==> config.mk <==
export PLATFORM = sky130hd
export DESIGN_NAME = sector_buffer_cache_policy
export DESIGN_NICKNAME = d
export VERILOG_FILES = /design/src/hdl/sbc_pkg.sv /design/src/hdl/sbc_unit.sv /design/src/hdl/sector_buffer_cache_policy.sv
export VERILOG_INCLUDE_DIRS = /design/src /design/src/hdl
export SDC_FILE = /design/constraint.sdc
export NUM_CORES = 2
export LEC_CHECK = 0
export BUFFER_PORTS_ARGS = -buffer_cell sky130_fd_sc_hd__buf_2
export CORE_ASPECT_RATIO = 1.4
export CORE_MARGIN = 2
export CORE_UTILIZATION = 45
export DETAILED_ROUTE_END_ITERATION = 6
export PLACE_DENSITY = 0.6
export SETUP_SLACK_MARGIN = 0.15
export SLEW_MARGIN = 20
export SYNTH_ARGS = -nofsm -noshare
export SYNTH_HDL_FRONTEND = slang
export SYNTH_SLANG_ARGS = --single-unit
==> constraint.sdc <==
create_clock -name clk -period 7.3 [get_ports clk]
set_input_delay 0.73 -clock clk [delete_from_list [all_inputs] [get_ports clk]]
set_output_delay 0.73 -clock clk [all_outputs]
set_load 0.005 [all_outputs]
==> src/hdl/sector_buffer_cache_policy_defines.svh <==
// Assertion helpers for the sector buffer cache.
`ifndef SECTOR_BUFFER_CACHE_POLICY_DEFINES_SVH
`define SECTOR_BUFFER_CACHE_POLICY_DEFINES_SVH

// Implication checked at every clock edge outside reset.
`define SBC_ASSERT_IMP(lbl, ante, cons, msg) \
    lbl: assert property (@(posedge clk) disable iff (!rst_n) (ante) |-> (cons)) else $error(msg);

// Next-cycle implication outside reset.
`define SBC_ASSERT_NXT(lbl, ante, cons, msg) \
    lbl: assert property (@(posedge clk) disable iff (!rst_n) (ante) |=> (cons)) else $error(msg);

`endif

==> src/hdl/sbc_pkg.sv <==
package sbc_pkg;

    localparam int SLOTS       = 16;
    localparam int COUNT_WIDTH = 16;
    localparam int SIDX_W      = (SLOTS > 1) ? $clog2(SLOTS) : 1;

    typedef logic [COUNT_WIDTH-1:0] cnt_t;
    typedef logic [SIDX_W-1:0]      sidx_t;

    localparam cnt_t CNT_MAX = '1;

    typedef enum logic [1:0] {
        KIND_GET     = 2'd0,
        KIND_RELEASE = 2'd1,
        KIND_FLUSH   = 2'd2,
        KIND_NONE    = 2'd3
    } kind_t;

    typedef enum logic [1:0] {
        RES_WRITEBACK = 2'd0,
        RES_FETCH     = 2'd1,
        RES_ZERO_FILL = 2'd2,
        RES_STATUS    = 2'd3
    } res_kind_t;

    typedef enum logic [2:0] {
        STS_HIT      = 3'd0,
        STS_FILLED   = 3'd1,
        STS_BUSY     = 3'd2,
        STS_NO_FREE  = 3'd3,
        STS_OOB      = 3'd4,
        STS_RELEASED = 3'd5,
        STS_NOT_HELD = 3'd6,
        STS_FLUSHED  = 3'd7
    } status_t;

    typedef enum logic [3:0] {
        ST_IDLE,
        ST_HIT_SCAN,
        ST_HIT_ACT,
        ST_AGE_SCAN,
        ST_MISS_WB,
        ST_MISS_FILL,
        ST_MISS_DONE,
        ST_RELEASE,
        ST_FLUSH_SCAN,
        ST_FLUSH_END
    } state_t;

    typedef struct packed {
        logic [31:0] tag;
        logic [31:0] sector;
        cnt_t        age;
        cnt_t        use_cur;
        cnt_t        best_age;
        cnt_t        best_use;
    } unit_in_t;

    typedef struct packed {
        logic tag_eq;
        cnt_t age_inc;
        logic better;
    } unit_out_t;

    function automatic cnt_t sat_inc(input cnt_t v);
        return (v == CNT_MAX) ? v : v + cnt_t'(1);
    endfunction

    function automatic logic in_bounds(input logic [31:0] s, input logic [31:0] total);
        return (total == 32'd0) || (s < total);
    endfunction

endpackage

==> src/hdl/sbc_unit.sv <==
module sbc_unit
    import sbc_pkg::*;
(
    input  unit_in_t  u_in,
    output unit_out_t u_out
);

    cnt_t age_new;

    always_comb
    begin
        age_new        = sat_inc(u_in.age);
        u_out.tag_eq   = (u_in.tag == u_in.sector);
        u_out.age_inc  = age_new;
        u_out.better   = (age_new > u_in.best_age) ||
                         ((age_new == u_in.best_age) && (u_in.use_cur > u_in.best_use));
    end

endmodule

==> src/hdl/sector_buffer_cache_policy.sv <==
// Sector buffer cache policy. One request at a time: start is taken when busy
// is low. A get walks the descriptors one slot per cycle through a single
// shared compare/increment unit: first the tag lookup, then on a miss an aging
// pass over all slots, then control states that issue the writeback, fill and
// status results. A flush walks every slot once, a release checks one slot.
// Results come out at most one per cycle on res_valid, with last
// on the final status; the receiver cannot stall, so take every strobe.
// The size register total_reg is written through cfg_valid/cfg_ready while idle.
`include "sector_buffer_cache_policy_defines.svh"

module sector_buffer_cache_policy
    import sbc_pkg::*;
(
    input  logic        clk,
    input  logic        rst_n,
    input  logic        start,
    output logic        busy,
    input  logic [1:0]  kind,
    input  logic [31:0] sector,
    input  logic [1:0]  mode_bits,
    input  logic        no_fill,
    input  logic [5:0]  slot,
    input  logic        cfg_valid,
    output logic        cfg_ready,
    input  logic [31:0] cfg_data,
    output logic        res_valid,
    output logic [1:0]  res_kind,
    output logic [5:0]  res_slot,
    output logic [31:0] res_sector,
    output logic [2:0]  status,
    output logic        last
);

    state_t state_reg, state_next;

    logic [31:0] total_reg;
    logic [31:0] tag_reg   [SLOTS];
    logic [31:0] tag_next  [SLOTS];
    logic        valid_reg [SLOTS];
    logic        valid_next[SLOTS];
    logic [1:0]  mode_reg  [SLOTS];
    logic [1:0]  mode_next [SLOTS];
    logic        dirty_reg [SLOTS];
    logic        dirty_next[SLOTS];
    cnt_t        hcnt_reg  [SLOTS];
    cnt_t        hcnt_next [SLOTS];
    cnt_t        age_reg   [SLOTS];
    cnt_t        age_next  [SLOTS];
    cnt_t        ucnt_reg  [SLOTS];
    cnt_t        ucnt_next [SLOTS];

    logic [31:0] sec_reg,  sec_next;
    logic [1:0]  mb_reg,   mb_next;
    logic        nf_reg,   nf_next;
    logic [5:0]  rslot_reg, rslot_next;
    sidx_t       idx_reg,  idx_next;
    logic        found_reg, found_next;
    sidx_t       lru_reg,  lru_next;
    cnt_t        bage_reg, bage_next;
    cnt_t        buse_reg, buse_next;

    logic        ov_reg, ov_next;
    logic [1:0]  ok_reg, ok_next;
    logic [5:0]  os_reg, os_next;
    logic [31:0] osec_reg, osec_next;
    logic [2:0]  ost_reg, ost_next;
    logic        olast_reg, olast_next;

    unit_in_t  u_in;
    unit_out_t u_out;
    logic      idx_end;
    logic      plain_read;

    sbc_unit u_unit (
        .u_in  (u_in),
        .u_out (u_out)
    );

    assign busy      = (state_reg != ST_IDLE);
    assign cfg_ready = (state_reg == ST_IDLE);
    assign res_valid = ov_reg;
    assign res_kind  = ok_reg;
    assign res_slot  = os_reg;
    assign res_sector = osec_reg;
    assign status    = ost_reg;
    assign last      = olast_reg;

    assign idx_end    = (idx_reg == sidx_t'(SLOTS - 1));
    assign plain_read = (mb_reg == 2'd1) && !nf_reg;

    always_comb
    begin
        u_in.tag      = tag_reg[idx_reg];
        u_in.sector   = sec_reg;
        u_in.age      = age_reg[idx_reg];
        u_in.use_cur  = ucnt_reg[idx_reg];
        u_in.best_age = bage_reg;
        u_in.best_use = buse_reg;
    end

    always_ff @(posedge clk or negedge rst_n)
    begin
        if (!rst_n)
        begin
            state_reg <= ST_IDLE;
            total_reg <= '0;
            ov_reg    <= 1'b0;
            found_reg <= 1'b0;
            for (int i = 0; i < SLOTS; i++)
            begin
                tag_reg[i]   <= '0;
                valid_reg[i] <= 1'b0;
                mode_reg[i]  <= '0;
                dirty_reg[i] <= 1'b0;
                hcnt_reg[i]  <= '0;
                age_reg[i]   <= '0;
                ucnt_reg[i]  <= '0;
            end
        end
        else
        begin
            state_reg <= state_next;
            ov_reg    <= ov_next;
            found_reg <= found_next;
            if (cfg_valid && cfg_ready)
            begin
                total_reg <= cfg_data;
            end
            for (int i = 0; i < SLOTS; i++)
            begin
                tag_reg[i]   <= tag_next[i];
                valid_reg[i] <= valid_next[i];
                mode_reg[i]  <= mode_next[i];
                dirty_reg[i] <= dirty_next[i];
                hcnt_reg[i]  <= hcnt_next[i];
                age_reg[i]   <= age_next[i];
                ucnt_reg[i]  <= ucnt_next[i];
            end
        end
    end

    always_ff @(posedge clk)
    begin
        sec_reg   <= sec_next;
        mb_reg    <= mb_next;
        nf_reg    <= nf_next;
        rslot_reg <= rslot_next;
        idx_reg   <= idx_next;
        lru_reg   <= lru_next;
        bage_reg  <= bage_next;
        buse_reg  <= buse_next;
        ok_reg    <= ok_next;
        os_reg    <= os_next;
        osec_reg  <= osec_next;
        ost_reg   <= ost_next;
        olast_reg <= olast_next;
    end

    always_comb
    begin
        state_next = state_reg;
        tag_next   = tag_reg;
        valid_next = valid_reg;
        mode_next  = mode_reg;
        dirty_next = dirty_reg;
        hcnt_next  = hcnt_reg;
        age_next   = age_reg;
        ucnt_next  = ucnt_reg;
        sec_next   = sec_reg;
        mb_next    = mb_reg;
        nf_next    = nf_reg;
        rslot_next = rslot_reg;
        idx_next   = idx_reg;
        found_next = found_reg;
        lru_next   = lru_reg;
        bage_next  = bage_reg;
        buse_next  = buse_reg;
        ov_next    = 1'b0;
        ok_next    = RES_STATUS;
        os_next    = '0;
        osec_next  = '0;
        ost_next   = STS_HIT;
        olast_next = 1'b0;

        unique case (state_reg)
            ST_IDLE:
            begin
                if (start)
                begin
                    sec_next   = sector;
                    mb_next    = mode_bits;
                    nf_next    = no_fill;
                    rslot_next = slot;
                    idx_next   = '0;
                    found_next = 1'b0;
                    unique case (kind_t'(kind))
                        KIND_GET:     state_next = ST_HIT_SCAN;
                        KIND_RELEASE:
                        begin
                            idx_next   = slot[SIDX_W-1:0];
                            state_next = ST_RELEASE;
                        end
                        KIND_FLUSH:   state_next = ST_FLUSH_SCAN;
                        KIND_NONE:    state_next = ST_IDLE;
                    endcase
                end
            end

            ST_HIT_SCAN:
            begin
                if (valid_reg[idx_reg] && u_out.tag_eq)
                begin
                    state_next = ST_HIT_ACT;
                end
                else if (idx_end)
                begin
                    idx_next   = '0;
                    state_next = ST_AGE_SCAN;
                end
                else
                begin
                    idx_next = idx_reg + sidx_t'(1);
                end
            end

            ST_HIT_ACT:
            begin
                ov_next    = 1'b1;
                ok_next    = RES_STATUS;
                os_next    = 6'(idx_reg);
                osec_next  = sec_reg;
                olast_next = 1'b1;
                state_next = ST_IDLE;
                if (plain_read && mode_reg[idx_reg] == 2'd1)
                begin
                    hcnt_next[idx_reg] = sat_inc(hcnt_reg[idx_reg]);
                    ucnt_next[idx_reg] = sat_inc(ucnt_reg[idx_reg]);
                    ost_next           = STS_HIT;
                end
                else if (hcnt_reg[idx_reg] == '0)
                begin
                    mode_next[idx_reg]  = mb_reg;
                    dirty_next[idx_reg] = dirty_reg[idx_reg] | mb_reg[1];
                    hcnt_next[idx_reg]  = cnt_t'(1);
                    ucnt_next[idx_reg]  = sat_inc(ucnt_reg[idx_reg]);
                    ost_next            = STS_HIT;
                end
                else
                begin
                    ost_next = STS_BUSY;
                end
            end

            ST_AGE_SCAN:
            begin
                if (hcnt_reg[idx_reg] == '0)
                begin
                    age_next[idx_reg] = u_out.age_inc;
                    if (!found_reg || u_out.better)
                    begin
                        found_next = 1'b1;
                        lru_next   = idx_reg;
                        bage_next  = u_out.age_inc;
                        buse_next  = ucnt_reg[idx_reg];
                    end
                end
                if (idx_end)
                begin
                    state_next = ST_MISS_WB;
                end
                else
                begin
                    idx_next = idx_reg + sidx_t'(1);
                end
            end

            ST_MISS_WB:
            begin
                idx_next   = lru_reg;
                state_next = ST_MISS_FILL;
                if (!found_reg)
                begin
                    ov_next    = 1'b1;
                    osec_next  = sec_reg;
                    ost_next   = STS_NO_FREE;
                    olast_next = 1'b1;
                    state_next = ST_IDLE;
                end
                else if (dirty_reg[lru_reg])
                begin
                    ov_next   = 1'b1;
                    os_next   = 6'(lru_reg);
                    if (!in_bounds(tag_reg[lru_reg], total_reg))
                    begin
                        osec_next  = sec_reg;
                        ost_next   = STS_OOB;
                        olast_next = 1'b1;
                        state_next = ST_IDLE;
                    end
                    else
                    begin
                        ok_next   = RES_WRITEBACK;
                        osec_next = tag_reg[lru_reg];
                    end
                end
            end

            ST_MISS_FILL:
            begin
                ov_next    = 1'b1;
                os_next    = 6'(idx_reg);
                osec_next  = sec_reg;
                state_next = ST_MISS_DONE;
                if (nf_reg)
                begin
                    ok_next = RES_ZERO_FILL;
                end
                else if (!in_bounds(sec_reg, total_reg))
                begin
                    ost_next   = STS_OOB;
                    olast_next = 1'b1;
                    state_next = ST_IDLE;
                end
                else
                begin
                    ok_next = RES_FETCH;
                end
            end

            ST_MISS_DONE:
            begin
                mode_next[idx_reg]  = mb_reg;
                ucnt_next[idx_reg]  = cnt_t'(1);
                age_next[idx_reg]   = '0;
                hcnt_next[idx_reg]  = cnt_t'(1);
                tag_next[idx_reg]   = sec_reg;
                dirty_next[idx_reg] = mb_reg[1];
                valid_next[idx_reg] = 1'b1;
                ov_next    = 1'b1;
                os_next    = 6'(idx_reg);
                osec_next  = sec_reg;
                ost_next   = STS_FILLED;
                olast_next = 1'b1;
                state_next = ST_IDLE;
            end

            ST_RELEASE:
            begin
                ov_next    = 1'b1;
                os_next    = rslot_reg;
                olast_next = 1'b1;
                state_next = ST_IDLE;
                if (rslot_reg >= 6'(SLOTS) || hcnt_reg[idx_reg] == '0)
                begin
                    ost_next = STS_NOT_HELD;
                end
                else
                begin
                    hcnt_next[idx_reg] = hcnt_reg[idx_reg] - cnt_t'(1);
                    ost_next           = STS_RELEASED;
                end
            end

            ST_FLUSH_SCAN:
            begin
                if (hcnt_reg[idx_reg] == '0 && dirty_reg[idx_reg])
                begin
                    if (in_bounds(tag_reg[idx_reg], total_reg))
                    begin
                        ov_next   = 1'b1;
                        ok_next   = RES_WRITEBACK;
                        os_next   = 6'(idx_reg);
                        osec_next = tag_reg[idx_reg];
                    end
                    mode_next[idx_reg]  = 2'd1;
                    dirty_next[idx_reg] = 1'b0;
                    for (int x = 0; x < SLOTS; x++)
                    begin
                        if (sidx_t'(x) != idx_reg && tag_reg[x] == tag_reg[idx_reg] &&
                            mode_reg[x] == 2'd1)
                        begin
                            dirty_next[x] = 1'b1;
                        end
                    end
                end
                if (idx_end)
                begin
                    state_next = ST_FLUSH_END;
                end
                else
                begin
                    idx_next = idx_reg + sidx_t'(1);
                end
            end

            ST_FLUSH_END:
            begin
                ov_next    = 1'b1;
                ost_next   = STS_FLUSHED;
                olast_next = 1'b1;
                state_next = ST_IDLE;
            end

            default:
            begin
                state_next = ST_IDLE;
            end
        endcase
    end

    `SBC_ASSERT_IMP(a_last_is_status, res_valid && last, res_kind == RES_STATUS, "last item not a status")
    `SBC_ASSERT_IMP(a_cmd_status_zero, res_valid && res_kind != RES_STATUS, status == STS_HIT && !last, "command item carries status")
    `SBC_ASSERT_NXT(a_gap_after_last, res_valid && last, !res_valid, "item right after last")
    `SBC_ASSERT_NXT(a_start_busy, start && !busy && kind != KIND_NONE, busy, "request accepted but not busy")

endmodule

Yosys cells after proc, flatten, opt, wreduce, memory -nomap -nowiden. Cells that the tools add are included.

Logic and storage cells: 451. Register bits after elaboration: 1507. Output and inout bits: 47. Bits of input ports: 79.

Eq/ne operators: 80. $add $sub $neg: 5. Multiplexer cells: 140. $lt $le $gt $ge: 9. Bitwise operators: 16. Reductions and logical operators: 72.

Operators by type and width (count): $mux 256 (6); $bwmux 256 (4); $pmux 256 s2 (2); $pmux 256 s3 (1); $eq 32x32->1 (17); $bwmux 512 (1); $and 240x240->240 (2); $mux 32 (13); $and 256x256->256 (1); $bmux 32 s4 (2); $not 256->256 (1); $not 240->240 (1); $mux 16 (13); $bmux 16 s4 (3); $pmux 32 s3 (2); $demux 32 s4 (1); $lt 32x32->1 (3); $demux 16 s4 (1); $or 16x16->16 (4); $mux 4 (14); $add 16x1->16 const B (3); $eq 16x16->1 const B (3); $pmux 16 s3 (1); $logic_and 1x1->1 (39); 55 further kinds (184).

Depth between registers and ports, before layout.
Depth after elaboration: 13. Gate-level depth with buffers: 25. Depth with buffers taken out: 18.

Hierarchy. From an unflattened synthesis, not the netlist that was laid out.

Cells, all modules: 7330. Area, all modules: 84871.4 µm².

Modules (own cells, without submodules): sector_buffer_cache_policy (cells each 7120, area an instance 83353.7 µm², seq. area each 37896.3 µm², instances 1); sbc_unit (cells each 210, area an instance 1517.7 µm², seq. area each 0.0 µm², instances 1).

Worst setup path before layout. Ideal clock, no wire load.

Path kind: register to register. Start point: reg idx_reg[0]. End point: reg bage_reg[0], enable pin. Data required time: 6.849 ns. Path buffers: 8. Arrival: 6.433 ns. Stages on the path, launching flop included: 24. Clock period less this slack: 6.885 ns. Path slack: 0.415 ns. Library setup time: 0.451 ns. Cells stage by stage: edfxtp_1 -> buf_4 -> buf_6 -> buf_6 -> buf_6 -> buf_6 -> buf_6 -> buf_6 -> mux4_2 -> mux4_2 -> ha_1 -> nand2_1 -> nor3_1 -> nor3_1 -> xor2_1 -> clkbuf_1 -> ha_1 -> nor2b_1 -> o21ai_0 -> nand2b_1 -> a21oi_1 -> nor2b_1 -> o21ai_0 -> a31oi_1.

RTL lines: start: declaration (RTL line sector_buffer_cache_policy.sv:56) `sidx_t idx_reg, idx_next;`; start signal: assignment (RTL line sector_buffer_cache_policy.sv:148) `idx_reg <= idx_next;`; end signal: assignment (RTL line sector_buffer_cache_policy.sv:150) `bage_reg <= bage_next;`; end: declaration (RTL line sector_buffer_cache_policy.sv:59) `cnt_t bage_reg, bage_next;`.

Final worst setup path.
Start point: reg idx_reg[1]. End point: reg dirty_reg[15] in the netlist's numbering.

Cells in the longest elaborated chain, start to end: 10. Elaborated cells on any way between the ends: 40. Classes of those cells: order compare: 2; eq/ne: 5; mux: 21; bitwise: 4; reduce/logical: 8.

RTL lines: $not 4->5 (implied by the code); $bmux 32 s4, or another cell as far along (RTL line sector_buffer_cache_policy.sv:379) `if (sidx_t'(x) != idx_reg && tag_reg[x] == tag_reg[idx_reg] &&`; $mux 32 (implied by the code) / $logic_and 1x1->1 (equally long branches); $mux 32 (implied by the code) / $mux 1 (equally long branches); $eq 32x32->1 / $demux 1 s4 (equally long branches); $logic_and 1x1->1 / $not 16->16 (equally long branches); $logic_and 1x1->1 / $and 16x16->16 (equally long branches); $mux 1 (RTL line sector_buffer_cache_policy.sv:379); $mux 16 (RTL line sector_buffer_cache_policy.sv:366) `if (hcnt_reg[idx_reg] == '0 && dirty_reg[idx_reg])`; $pmux 16 s3 (RTL line sector_buffer_cache_policy.sv:185) `unique case (state_reg)`; end signal: indexed assignment (RTL line sector_buffer_cache_policy.sv:134) `dirty_reg[i] <= dirty_next[i];`; end: declaration (RTL line sector_buffer_cache_policy.sv:43) `logic dirty_reg [SLOTS];`.

Parallel ways exist; a longest one is shown, timed or not. The select of a mux whose other input is x is not followed. A chain may end at the register's enable or synchronous reset.

==> impl_metrics.ini <==
[placement]
dp_hpwl_um = 281000
post_dp_cell_area_mm2 = 0.0869
io_buffers = 125
routabilityCongestion = 1.15

[worst_hold_path]
hold_depth = 1
hold_class = in2reg
min_from = sector[9]
hold_end = sec_reg[9]

[finish]
fillers = 16000
post-route-cell-area_mm2 = 0.0931
nets = 7201
largest_reg_flops = 512
area_delta_synth_final_pct = 13.1
drive_gt1_share_pct = 28.1
utilization_pct = 51.2

[global_route]
grt-ovfl-total = 0
met3_usage_pct = 15.0
grtUsageMet1_pct = 46.7
met2_usage_pct = 65.4
antenna_found_initial = 56
grt_max_degree = 163
grt_pass1_vias = 63800
grt_pass1_wl_um = 544000
top_usage_layer = met2
grt.total_usage_pct = 43.1

[detailed_routing]
dr.pass1.iters = 7
drc_errors = 5
route.antenna.remaining_nets = 0
wl_per_cell_um = 41.1
vias_per_cell = 6.78
via_count = 65100
drt_iter0_markers = 8163
wl_um = 395000

[sta]
finalCritPeriodShare_pct = 87.9
slew-limit-headroom_pct = 5.68
tns_ps = 0
hold_viol = 0
min_period_ps = 6420
rsz0062_at_grt = no
slew_viol_final = 0
finalSetupViolCount = 0
max_freq_ghz = 0.156
fin_worst_skew_ps = 46.5
worst_slew_pin_slew_ps = 1380

[cts]
clk_path_buf_depth = 3
cts_resized = 0
cts_tree = done
numCtsBuffers = 159
path_clk_slew_ps = 60
htreeDepth = 4
cts.root.buffer_cell = clkbuf_16
worstSkewPairLatency_ps = 880
cts_sinks = 1507

[floorplan]
dieArea_mm2 = 0.186
rows = 185
ios = 126
die_x_um = 365
start_util_pct = 45.3
coreArea_mm2 = 0.182
die-height_um = 510

[synth]
synth.avg_cell_area_um2 = 11.9
synth_common_cells = dfrtp_1, nand2_1, mux2_2
ys.flop_type = dfrtp_1
syn-cell-area_mm2 = 0.0823
yosys_warnings = 0
yosysMostFrequentCell = dfrtp_1
synthDominantCellAreaShare_pct = 42.0
synth.area.top_cells = dfrtp_1, mux4_2, mux2_2, xnor2_1, nand2_1
synth_edf_count = 81
yosysTopAreaCell = dfrtp_1
syn_inst = 6907
synthesis.nets = 7119
ys_seq_elements = 1507
async_flop_share_pct = 91.7
ys_types = 91
ys_seq_area_share_pct = 46.0

[worst_setup_path]
r2r_slack_ps = 880
ff2ff_path_depth = 12
r2r_end = dirty_reg[15]
critPathLaunchType = flip-flop
cp_data_required_time_ps = 8110
path_class = reg2reg
regToRegStartpoint = idx_reg[1]
crit_fanout = 96
end_kind = flip-flop
crit_arrival_ps = 7230

[outcome]
run_status = finished with violations
violations = DRC

[job]
cap_viol_max_count = 0

[power_and_ir_drop]
peakVddDrop_mv = 0.292
p_per_area_mw_per_mm2 = 399
leakagePower_uw = 0.0405
==> placed cells by master, fill, tap and decap left out, types with 34 or more instances in the layout <==
cell / netlist / final
inv_1: 163 / 161
xor2_1: 158 / 150
a21o_1: 46 / 46
and2_1: 52 / 53
mux2_1: 74 / 74
xnor2_1: 352 / 339
mux2i_1: 96 / 66
ha_1: 133 / 133
clkbuf_16: 0 / 166
buf_4: 24 / 304
nor3_1: 60 / 57
nor2_1: 245 / 227
dfxtp_1: 44 / 44
a32o_1: 37 / 37
nand2_1: 703 / 698
o21ai_0: 486 / 486
a221o_1: 38 / 38
nand3_1: 57 / 57
edfxtp_1: 81 / 81
nor4_1: 73 / 69
a21oi_1: 223 / 223
o22ai_1: 34 / 34
dfrtp_1: 1382 / 1382
diode_2: 0 / 53
nand4_1: 130 / 130
buf_2: 88 / 124
mux4_2: 529 / 529
o21ai_1: 125 / 125
mux2_2: 580 / 580
==> cell families after synthesis <==
kind of cell,count (synthesis),share of synthesized area (%)
buffers and inverters,702,3.63
AND/OR/NAND/NOR,1495,8.55
AO/OA/AOI/OAI,1267,9.51
multiplexers,1293,24.8
adder cells (fa/ha/maj),133,2.02
XOR/XNOR,510,5.43
flip-flops,1507,46.0
==> area by class of cell <==
cell class	instances	area, um^2	share of cell area, %
well taps	2431	3040	3.27
inverters	165	619	0.665
clock buffers	214	4570	4.91
repair buffers	458	3430	3.68
clock inverters	83	1190	1.28
multi-input cells	4698	42200	45.3
flip-flops and latches	1507	37900	40.7
diodes	53	133	0.142
==> layer usage <==
metal | wire [um] | vias up | share of wire [%]
met5 | 180 | - | 0.046
met4 | 46700 | 28 | 12
met3 | 36100 | 1612 | 9.1
met2 | 180000 | 4138 | 45
met1 | 133000 | 33600 | 34
li1 | - | 25800 | -
==> through the flow <==
| stage | hold slack [ps] | instances | total power [uW] | setup WS, ps |
|---|---|---|---|---|
| after CTS | 10.4 | 9550 | 35900 | 1340 |
| after global routing | 6.83 | 9558 | 37700 | 1110 |
| after floorplan | 421 | 6907 | 19100 | 415 |
| after detailed placement | 448 | 9252 | 26900 | 1370 |
| final | 24.6 | 9609 | 37200 | 881 |
| after global placement | 444 | 9249 | 26800 | 1360 |
==> where the power goes <==
part           internal [uW]  switching [uW]  leakage (uW)  total (uW)
clock                   5190            3850       0.00279        9040
combinational           5390           11500        0.0176       16900
sequential              9690            1540        0.0202       11200
==> how the worst max path moves through the flow <==
stage,from,end,slack [ps],cells after the start
2_1_floorplan,idx_reg[0],bage_reg[0],420,23
3_3_place_gp,idx_reg[0],buse_reg[6],1360,15
3_5_place_dp,idx_reg[3],res_sector[16],1370,14
4_1_cts,idx_reg[3],res_sector[16],1340,14
5_1_grt,idx_reg[0],state_reg[2],1110,13
6_report,idx_reg[1],dirty_reg[15],880,12
==> what timing repair did <==
| action | in CTS | in global routing |
|---|---|---|
| hold buffers | 1 | 0 |
| setup buffers | 0 | 0 |
| endpoints found under the hold margin | 66 | 0 |
==> worst max-delay path, cell delays in order, from the launching register on <==
cell and delay (ps):
edfxtp_1 470, buf_12 220, inv_2 590, buf_4 560
mux2i_1 1160, mux2i_2 130, buf_4 340, xnor2_1 700
nand4_1 400, nor4_1 970, nand4_1 280, a21oi_1 220
o22a_1 160
Power figures use the tool's default switching activity.
